<file path="src/design/psbc_pkg.sv">
`timescale 1ns / 1ps
package psbc_pkg;
	localparam int unsigned EnterAngleDef = 13107;
	localparam int unsigned EnterRateDef = 131072;
	localparam int unsigned ExitAngleDef = 26214;
	localparam logic signed [33:0] TurnScale = 34'sd683565276;
	localparam logic signed [33:0] CosC2 = 34'sd80852;
	localparam logic signed [33:0] CosC4 = 34'sd16624;
	localparam logic signed [33:0] CosC6 = 34'sd1367;
	localparam logic signed [33:0] CosC8 = 34'sd60;
	localparam logic signed [33:0] OneQ16 = 34'sd65536;

	localparam logic [2:0] RegGainAngle = 3'd0;
	localparam logic [2:0] RegGainAngleRate = 3'd1;
	localparam logic [2:0] RegGainArm = 3'd2;
	localparam logic [2:0] RegGainArmRate = 3'd3;
	localparam logic [2:0] RegKin = 3'd4;
	localparam logic [2:0] RegPot = 3'd5;
	localparam logic [2:0] RegDamp = 3'd6;
	localparam logic [2:0] RegBalOnly = 3'd7;

	typedef enum logic [1:0] {
		ST_IDLE,
		ST_RUN,
		ST_DONE
	} state_t;

	typedef struct packed {
		logic signed [33:0] a;
		logic signed [33:0] b;
	} mul_op_t;

	function automatic logic signed [33:0] sat32(input logic signed [65:0] v);
		if (v > 66'sd2147483647) begin
			return 34'sd2147483647;
		end else if (v < -66'sd2147483648) begin
			return -34'sd2147483648;
		end
		return v[33:0];
	endfunction
endpackage

</file>
<file path="src/design/psbc_mul.sv">
`timescale 1ns / 1ps
// Shared signed multiplier with a registered product.
module psbc_mul
	import psbc_pkg::*;
(
	input  logic               clk,
	input  mul_op_t            op,
	output logic signed [67:0] prod_q
);
	always_ff @(posedge clk) begin
		prod_q <= op.a * op.b;
	end
endmodule

</file>
<file path="src/design/pendulum_swingup_balance_controller.sv">
`timescale 1ns / 1ps
// In balance and swing-up alike the sequencer walks 14 steps (0 to 13) of one shared
// 34x34 multiplier.
// The block takes no new input beat while it is still working on the last one.
// A waiting result holds off the next input beat until it is taken.
// Reset (arst_n low) clears the config registers, phase (swing-up) and the handshake, not the datapath.
module pendulum_swingup_balance_controller
	import psbc_pkg::*;
#(
	parameter int unsigned ENTER_ANGLE = EnterAngleDef,
	parameter int unsigned ENTER_RATE = EnterRateDef,
	parameter int unsigned EXIT_ANGLE = ExitAngleDef
) (
	input  logic        clk,
	input  logic        arst_n,
	input  logic        psel,
	input  logic        penable,
	input  logic        pwrite,
	input  logic [4:0]  paddr,
	input  logic [31:0] pwdata,
	output logic [31:0] prdata,
	output logic        pready,
	input  logic        valid,
	output logic        ready,
	input  logic [31:0] pend_angle,
	input  logic [31:0] pend_rate,
	input  logic [31:0] arm_angle,
	input  logic [31:0] arm_rate,
	output logic        out_valid,
	input  logic        out_ready,
	output logic [31:0] drive,
	output logic        in_balance
);
	logic [31:0] regs_q [7];
	logic bal_only_q, phase_q;
	state_t state_q, state_d;
	logic [3:0] step_q;
	logic signed [33:0] a_q, ad_q, m_q, md_q, c_q, acc1_q, sq_q, u_q;
	logic signed [65:0] sum_q;
	logic neg_q, zero_q;
	logic [31:0] ph_q;
	logic [31:0] ph_raw, ph_abs;
	mul_op_t op;
	logic signed [67:0] prod_q;
	logic signed [65:0] pf;
	logic [2:0] widx;
	logic [33:0] abs_a, abs_ad;
	logic phase_n;

	assign pready = 1'b1;
	assign widx = paddr[4:2];
	assign ready = (state_q == ST_IDLE);
	assign out_valid = (state_q == ST_DONE);
	assign pf = $signed(prod_q[65:0]) >>> 16;
	assign abs_a = (a_q < 0) ? -a_q : a_q;
	assign abs_ad = (ad_q < 0) ? -ad_q : ad_q;
	assign ph_raw = prod_q[47:16];
	assign ph_abs = ph_raw[31] ? 32'd0 - ph_raw : ph_raw;

	always_comb begin
		prdata = (widx == RegBalOnly) ? {31'd0, bal_only_q} : regs_q[widx];
	end

	psbc_mul u_mul (.clk(clk), .op(op), .prod_q(prod_q));

	always_comb begin
		state_d = state_q;
		case (state_q)
			ST_IDLE: if (valid) state_d = ST_RUN;
			ST_RUN:  if (step_q == 4'd13) state_d = ST_DONE;
			ST_DONE: if (out_ready) state_d = ST_IDLE;
			default: state_d = ST_IDLE;
		endcase
	end

	// Multiplier operand select per step. The product is registered and is read at the following step.
	// Steps that use pf feed the previous product straight back in.
	always_comb begin
		op.a = '0;
		op.b = '0;
		if (step_q == 4'd0) begin
			op.a = a_q;
			op.b = TurnScale;
		end else if (phase_q) begin
			case (step_q)
				4'd1: begin op.a = $signed({{2{regs_q[0][31]}}, regs_q[0]}); op.b = a_q; end
				4'd2: begin op.a = $signed({{2{regs_q[1][31]}}, regs_q[1]}); op.b = ad_q; end
				4'd3: begin op.a = $signed({{2{regs_q[2][31]}}, regs_q[2]}); op.b = m_q; end
				4'd4: begin op.a = $signed({{2{regs_q[3][31]}}, regs_q[3]}); op.b = md_q; end
				default: ;
			endcase
		end else begin
			case (step_q)
				4'd1: begin op.a = ad_q; op.b = ad_q; end
				4'd2: begin
					op.a = $signed({16'd0, ph_q[31:14]});
					op.b = $signed({16'd0, ph_q[31:14]});
				end
				4'd3: begin op.a = $signed({{2{regs_q[4][31]}}, regs_q[4]}); op.b = sq_q; end
				4'd4: begin op.a = CosC8; op.b = u_q; end
				4'd5: begin op.a = CosC6 - $signed(pf[33:0]); op.b = u_q; end
				4'd6: begin op.a = CosC4 - $signed(pf[33:0]); op.b = u_q; end
				4'd7: begin op.a = CosC2 - $signed(pf[33:0]); op.b = u_q; end
				4'd8: begin op.a = $signed({{2{regs_q[6][31]}}, regs_q[6]}); op.b = md_q; end
				4'd9: begin op.a = $signed({{2{regs_q[5][31]}}, regs_q[5]}); op.b = c_q - OneQ16; end
				4'd11: begin op.a = acc1_q; op.b = ad_q; end
				4'd12: begin op.a = sat32(pf); op.b = c_q; end
				default: ;
			endcase
		end
	end

	always_comb begin
		phase_n = phase_q;
		if (!phase_q) begin
			if (abs_a < 34'(ENTER_ANGLE) && abs_ad < 34'(ENTER_RATE)) phase_n = 1'b1;
		end else if (abs_a > 34'(EXIT_ANGLE)) begin
			phase_n = bal_only_q;
		end
	end

	always_ff @(posedge clk or negedge arst_n) begin
		if (!arst_n) begin
			state_q <= ST_IDLE;
			step_q <= '0;
			bal_only_q <= 1'b0;
			phase_q <= 1'b0;
			for (int i = 0; i < 7; i++) regs_q[i] <= '0;
		end else begin
			state_q <= state_d;
			if (psel && penable && pwrite) begin
				if (widx == RegBalOnly) begin
					bal_only_q <= pwdata[0];
					phase_q <= pwdata[0];
				end else begin
					regs_q[widx] <= pwdata;
				end
			end
			if (state_q == ST_IDLE && valid) step_q <= '0;
			else if (state_q == ST_RUN) step_q <= step_q + 4'd1;
			if (state_q == ST_RUN && step_q == 4'd0) phase_q <= phase_n;
		end
	end

	// Datapath; step 0 settles the phase, later steps consume products.
	always_ff @(posedge clk) begin
		if (state_q == ST_IDLE && valid) begin
			a_q <= $signed({{2{pend_angle[31]}}, pend_angle});
			ad_q <= $signed({{2{pend_rate[31]}}, pend_rate});
			m_q <= $signed({{2{arm_angle[31]}}, arm_angle});
			md_q <= $signed({{2{arm_rate[31]}}, arm_rate});
			sum_q <= '0;
		end else if (state_q == ST_RUN) begin
			if (step_q == 4'd0) zero_q <= bal_only_q && phase_n && (abs_a > 34'(EXIT_ANGLE));
			if (phase_q) begin
				if (step_q >= 4'd2 && step_q <= 4'd5) sum_q <= sum_q + pf;
				if (step_q == 4'd6) acc1_q <= zero_q ? 34'sd0 : sat32(-sum_q);
			end else begin
				case (step_q)
					// Fold the turn phase to a quarter wave and remember the sign.
					4'd1: begin
						if (ph_abs >= 32'h4000_0000) begin
							neg_q <= 1'b1;
							ph_q <= 32'h8000_0000 - ph_abs;
						end else begin
							neg_q <= 1'b0;
							ph_q <= ph_abs;
						end
					end
					4'd2: sq_q <= sat32(pf);
					4'd3: u_q <= pf[33:0];
					4'd4: sq_q <= sat32(pf);
					4'd8: c_q <= neg_q ? pf[33:0] - OneQ16 : OneQ16 - pf[33:0];
					4'd9: sum_q <= pf;
					4'd10: acc1_q <= sat32(66'(sq_q) + 66'(sat32(pf)));
					4'd13: acc1_q <= sat32(66'(sat32(pf)) - sum_q);
					default: ;
				endcase
			end
		end
	end

	assign drive = acc1_q[31:0];
	assign in_balance = phase_q;
endmodule
</file>
<file path="config.mk">
export PLATFORM = sky130hd
export DESIGN_NAME = pendulum_swingup_balance_controller
export DESIGN_NICKNAME = d
export VERILOG_FILES = /design/src/design/psbc_pkg.sv /design/src/design/psbc_mul.sv /design/src/design/pendulum_swingup_balance_controller.sv
export SDC_FILE = /design/constraint.sdc
export NUM_CORES = 2
export LEC_CHECK = 0
export BUFFER_PORTS_ARGS = -buffer_cell sky130_fd_sc_hd__buf_2
export CAP_MARGIN = 25
export CELL_PAD_IN_SITES_DETAIL_PLACEMENT = 1
export CELL_PAD_IN_SITES_GLOBAL_PLACEMENT = 2
export CORE_AREA = 2 2 460 462
export DETAILED_ROUTE_END_ITERATION = 12
export DIE_AREA = 0 0 462 464
export GPL_TIMING_DRIVEN = 1
export PLACE_DENSITY = 0.81
export SYNTH_ARGS = -nofsm -noshare
export SYNTH_HDL_FRONTEND = slang
export SYNTH_HIERARCHICAL = 1
export SYNTH_SLANG_ARGS = --single-unit
</file>
<file path="constraint.sdc">
create_clock -name clk -period 15.5 [get_ports clk]
set_clock_uncertainty 0.1 [all_clocks]
set_input_delay 3.875 -clock clk [delete_from_list [all_inputs] [get_ports clk]]
set_output_delay 3.875 -clock clk [all_outputs]
set_load 0.01 [all_outputs]
</file>
## After elaboration in Yosys (flattened, before gate mapping)

Cells that the tools add are included.
W data, S select, Z words.

| storage, ports and cells | value |
|---|---|
| bits in read-only memories | 0 |
| latch bits | 0 |
| output and inout port bits | 68 |
| register bits | 662 |
| logic and storage cells | 211 |
| memory bits (writable) | 0 |
| memories kept | 0 |
| bits of input ports | 172 |

| cells by class | value |
|---|---|
| div/mod/pow operators | 0 |
| bitwise logic cells | 4 |
| multipliers | 1 |
| $lt $le $gt $ge | 18 |
| reduce and logical (&&, ||, !) cells | 28 |
| add/subtract/negate cells | 15 |
| shifts and indexed selects | 0 |
| eq/ne operators | 21 |
| muxes and demuxes | 100 |

Operator list:

| operator | number |
|---|---|
| $mux W34 | 30 |
| $pmux W68 S11 | 1 |
| $pmux W68 S4 | 1 |
| $bwmux W224 | 1 |
| $mux W66 | 3 |
| $mux W32 | 6 |
| $mux W68 | 2 |
| $pmux W34 S2 | 2 |
| $gt A66 B32 Y1 const B | 2 |
| $lt A66 B32 Y1 const B | 2 |
| $bmux W32 S3 | 1 |
| $demux W32 S3 | 1 |
| $neg A32 Y34 | 2 |
| $add A66 B50 Y66 | 1 |
| $mul A34 B34 Y66 | 1 |
| $neg A66 Y66 | 1 |
| $sub A34 B66 Y66 | 1 |
| $lt A32 B1 Y1 const B | 2 |
| $gt A50 B32 Y1 const B | 1 |
| $lt A50 B32 Y1 const B | 1 |
| $mux W1 | 46 |
| $add A34 B34 Y35 | 1 |
| $gt A35 B32 Y1 const B | 1 |
| $lt A35 B32 Y1 const B | 1 |
| 39 further kinds | 76 |

## Longest topological paths before layout

| depth | value |
|---|---|
| word-level depth | 23 |
| depth in mapped cells | 51 |
| gate-level depth less buffers | 47 |

## Cells and area by module

Netlist, hierarchy kept.

By module, submodules not included:

| module | cells each | area an instance (um2) | seq. area each (um2) | instances |
|---|---|---|---|---|
| pendulum_swingup_balance_controller | 4921 | 44102.3 | 15655.0 | 1 |
| psbc_mul | 4641 | 43436.7 | 1361.3 | 1 |

## Worst setup path after synthesis

No wires, ideal clock.

| timing path | value |
|---|---|
| path kind | reg-to-reg |
| start point | register step_q[2] |
| end point | register, netlist name u_mul/prod_q[66] |
| path buffers | 5 |
| setup slack | 3.780 ns |
| period minus slack after synthesis | 11.720 ns |
| library setup time | 0.120 ns |
| stages on the path, launching flop included | 47 |
| required time | 15.280 ns |
| arrival time | 11.500 ns |
| path through | dfrtp_1 -> clkbuf_1 -> nor2b_1 -> clkbuf_1 -> nand2_1 -> inv_1 -> ha_1 -> nor3b_1 -> o21a_1 -> o21ai_0 -> a31oi_1 -> o21ai_0 -> a211oi_1 -> o21ai_0 -> a21boi_0 -> o21ai_0 -> nand2b_1 -> a21o_1 -> [... 11 more ...] -> inv_1 -> fa_1 -> fa_1 -> fa_1 -> fa_1 -> fa_1 -> inv_1 -> fa_1 -> inv_1 -> ha_1 -> and2_2 -> buf_2 -> a21o_1 -> o21bai_1 -> o2bb2ai_1 -> o31a_1 -> o2111a_1 -> a211o_1 |

RTL lines:

| what | RTL line | source |
|---|---|---|
| start: declaration | pendulum_swingup_balance_controller.sv:37 | `logic [3:0] step_q;` |
| start signal: assignment | pendulum_swingup_balance_controller.sv:140 | `else if (state_q == ST_RUN) step_q <= step_q + 4'd1;` |

==> key figures <==
Route
  – Initial detailed-routing violation count: 6949
  – Avg WL per Cell: 28.72 µm
  – Drt drc: 0
  – Antenna-violating nets left: 0
  – Vias: 73.38k
  – Final WL: 352300 µm
  – First-pass DRT Iterations: 9
  – Vias per cell: 5.983

Synth
  – Avg Synthesized Cell Area: 9.141 µm²
  – Mapped cell area: 86440 µm²
  – Synth Warn #: 6
  – Cell count after synthesis: 9456
  – Syn_nets: 11.25k

Timing
  – Finish-stage setup viols: 0
  – Fin. max-slew vios: 0
  – Slew @ Worst Pin: 1439 ps
  – RSZ-0062 raised after global routing: no
  – Relative slew margins: 4.094%
  – Final TNS setup: 0 ps
  – Max frequency: 69.77 MHz
  – Final period utilization: 92.47%
  – Final Hold Viols: 0
  – Min Clock Period, post-route: 14330 ps

Die
  – Initial Util: 41.33%
  – Row cnt: 168
  – Width of the die: 462 µm
  – I/O pin count: 240
  – Die area: 214400 µm²
  – Core ar.: 209200 µm²
  – DIE HEIGHT: 464 µm

Job
  – Max-cap viol count: 0

Place
  – IO Port Bufs: 236
  – GPL Wtd Cong: 1.006
  – HPWL after DPL: 274200 µm
  – DP Cell Count: 12.12k

Global route
  – Number of antenna violations at the first check in global routing: 23
  – GRT overflow: 0
  – Vias in the first global route: 78.71k
  – Largest net degree at the start of global routing: 121
  – First-pass GRT wire length: 521800 µm
  – GRT Total Usage: 32.79%

Setup path
  – CP Class: reg -> reg
  – Critical Path Source Type: flip-flop
  – Critical path endpoint category: flip-flop
  – Worst setup path startpoint: step_q[2]
  – Slowest cell on the critical path: or4_1
  – Critical path required time: 15970 ps
  – Max incr delay on CP: 720 ps
  – RR Startpoint: step_q[2]
  – Worst Path Max Fanout: 21
  – Most used cell, CP: fa_1
  – Critical Path AT: 14810 ps

Status
  – Status: finished clean

Worst hold path
  – Hold WC Path Type: reg -> reg
  – Hold Path Origin: regs_q[127]

Clock network
  – Post_cts resized: 0
  – Total CTS buffers: 71
  – Num Clock Sinks: 632
  – Htree depth: 3
  – Root buffer cell: clkbuf_16
  – Clock transition at path regs: 60 ps
  – Clk_lat worst skew: 710 ps
  – CTS Hold Bufs: 0
  – CTS tree: yes
  – Clk buf depth: 3
  – Setup Buffers After CTS: 0

Final layout
  – Synth-to-layout area growth: 8.339%
  – Most common cell after layout, fill and taps aside: inv_1
  – Most frequent cells in the layout: 1407 x inv_1, 1234 x fa_1, 952 x nand2_1, 643 x and2_1, 465 x a21oi_1
  – Layout Nets: 11.19k
  – Finished Layout Cells: 12.27k
  – Share of cells above drive strength 1: 10.60%
==> final timing paths <==
path,cells past startpoint,to,slack (ps)
min reg2reg,1,regs_q[127],430
min,1,regs_q[127],430
min in group asynchronous,1,regs_q[177],3190
max reg2reg,42,u_mul/prod_q[65],1170
max in group asynchronous,3,in_balance,9970
max,42,u_mul/prod_q[65],1170
==> layout make-up <==
| type | instances | area, µm² |
|---|---|---|
| multi-input cells | 6805 | 62740 |
| flip-flops and latches | 632 | 16660 |
| diodes | 7 | 17.52 |
| inverters | 1417 | 5324 |
| fillers | 23954 | 115500 |
| clock inverters | 40 | 486.7 |
| repair buffers | 468 | 2968 |
| clock buffers | 91 | 1943 |
| well taps | 2805 | 3510 |
==> metal layers <==
metal | up-vias | track usage (%) | routed length [µm]
met2 | 2931 | 52.41 | 161900
met5 | - | 0 | 33
met4 | 6 | 19.21 | 25130
li1 | 31201 | - | -
met3 | 811 | 5.366 | 25980
met1 | 38434 | 41.81 | 139200
==> sequential cells by signal (all words and copies together) (netlist names) <==
name / count
u_mul/prod_q: 50
ad_q: 32
acc1_q: 34
ph_q: 18
bal_only_q: 1
u_q: 34
neg_q: 1
state_q: 2
sum_q: 66
md_q: 32
zero_q: 1
c_q: 34
m_q: 32
step_q: 4
in_balance: 1
sq_q: 34
regs_q: 224
a_q: 32
==> metrics by stage <==
stage / utilization (%) / worst slack, ps / area (µm²) / hold WS, ps
floorplan: - / 3875 / 86440 / 332.3
global placement: 43.53 / 1860 / 91040 / 407.6
detailed placement: 43.56 / 1620 / 91100 / 418.3
CTS: 44.72 / 1529 / 93530 / 432.6
global route: 44.77 / 712.7 / 93630 / 451.6
finish: 44.77 / 1167 / 93640 / 434.6
==> worst max-delay path: cells and delay by family, from the launching register on <==
family	cells	cell delay (ps)
DFF	1	580
and+or+nand+nor	10	3280
xor gates and xnor gates	1	160
buffers and inverters	6	1050
AOI/OAI and AO/OA	15	4190
adders and majority gates	10	4780
Power is not shown: default switching activity piles up to over one toggle a cycle in this logic, so the estimate is an artifact.
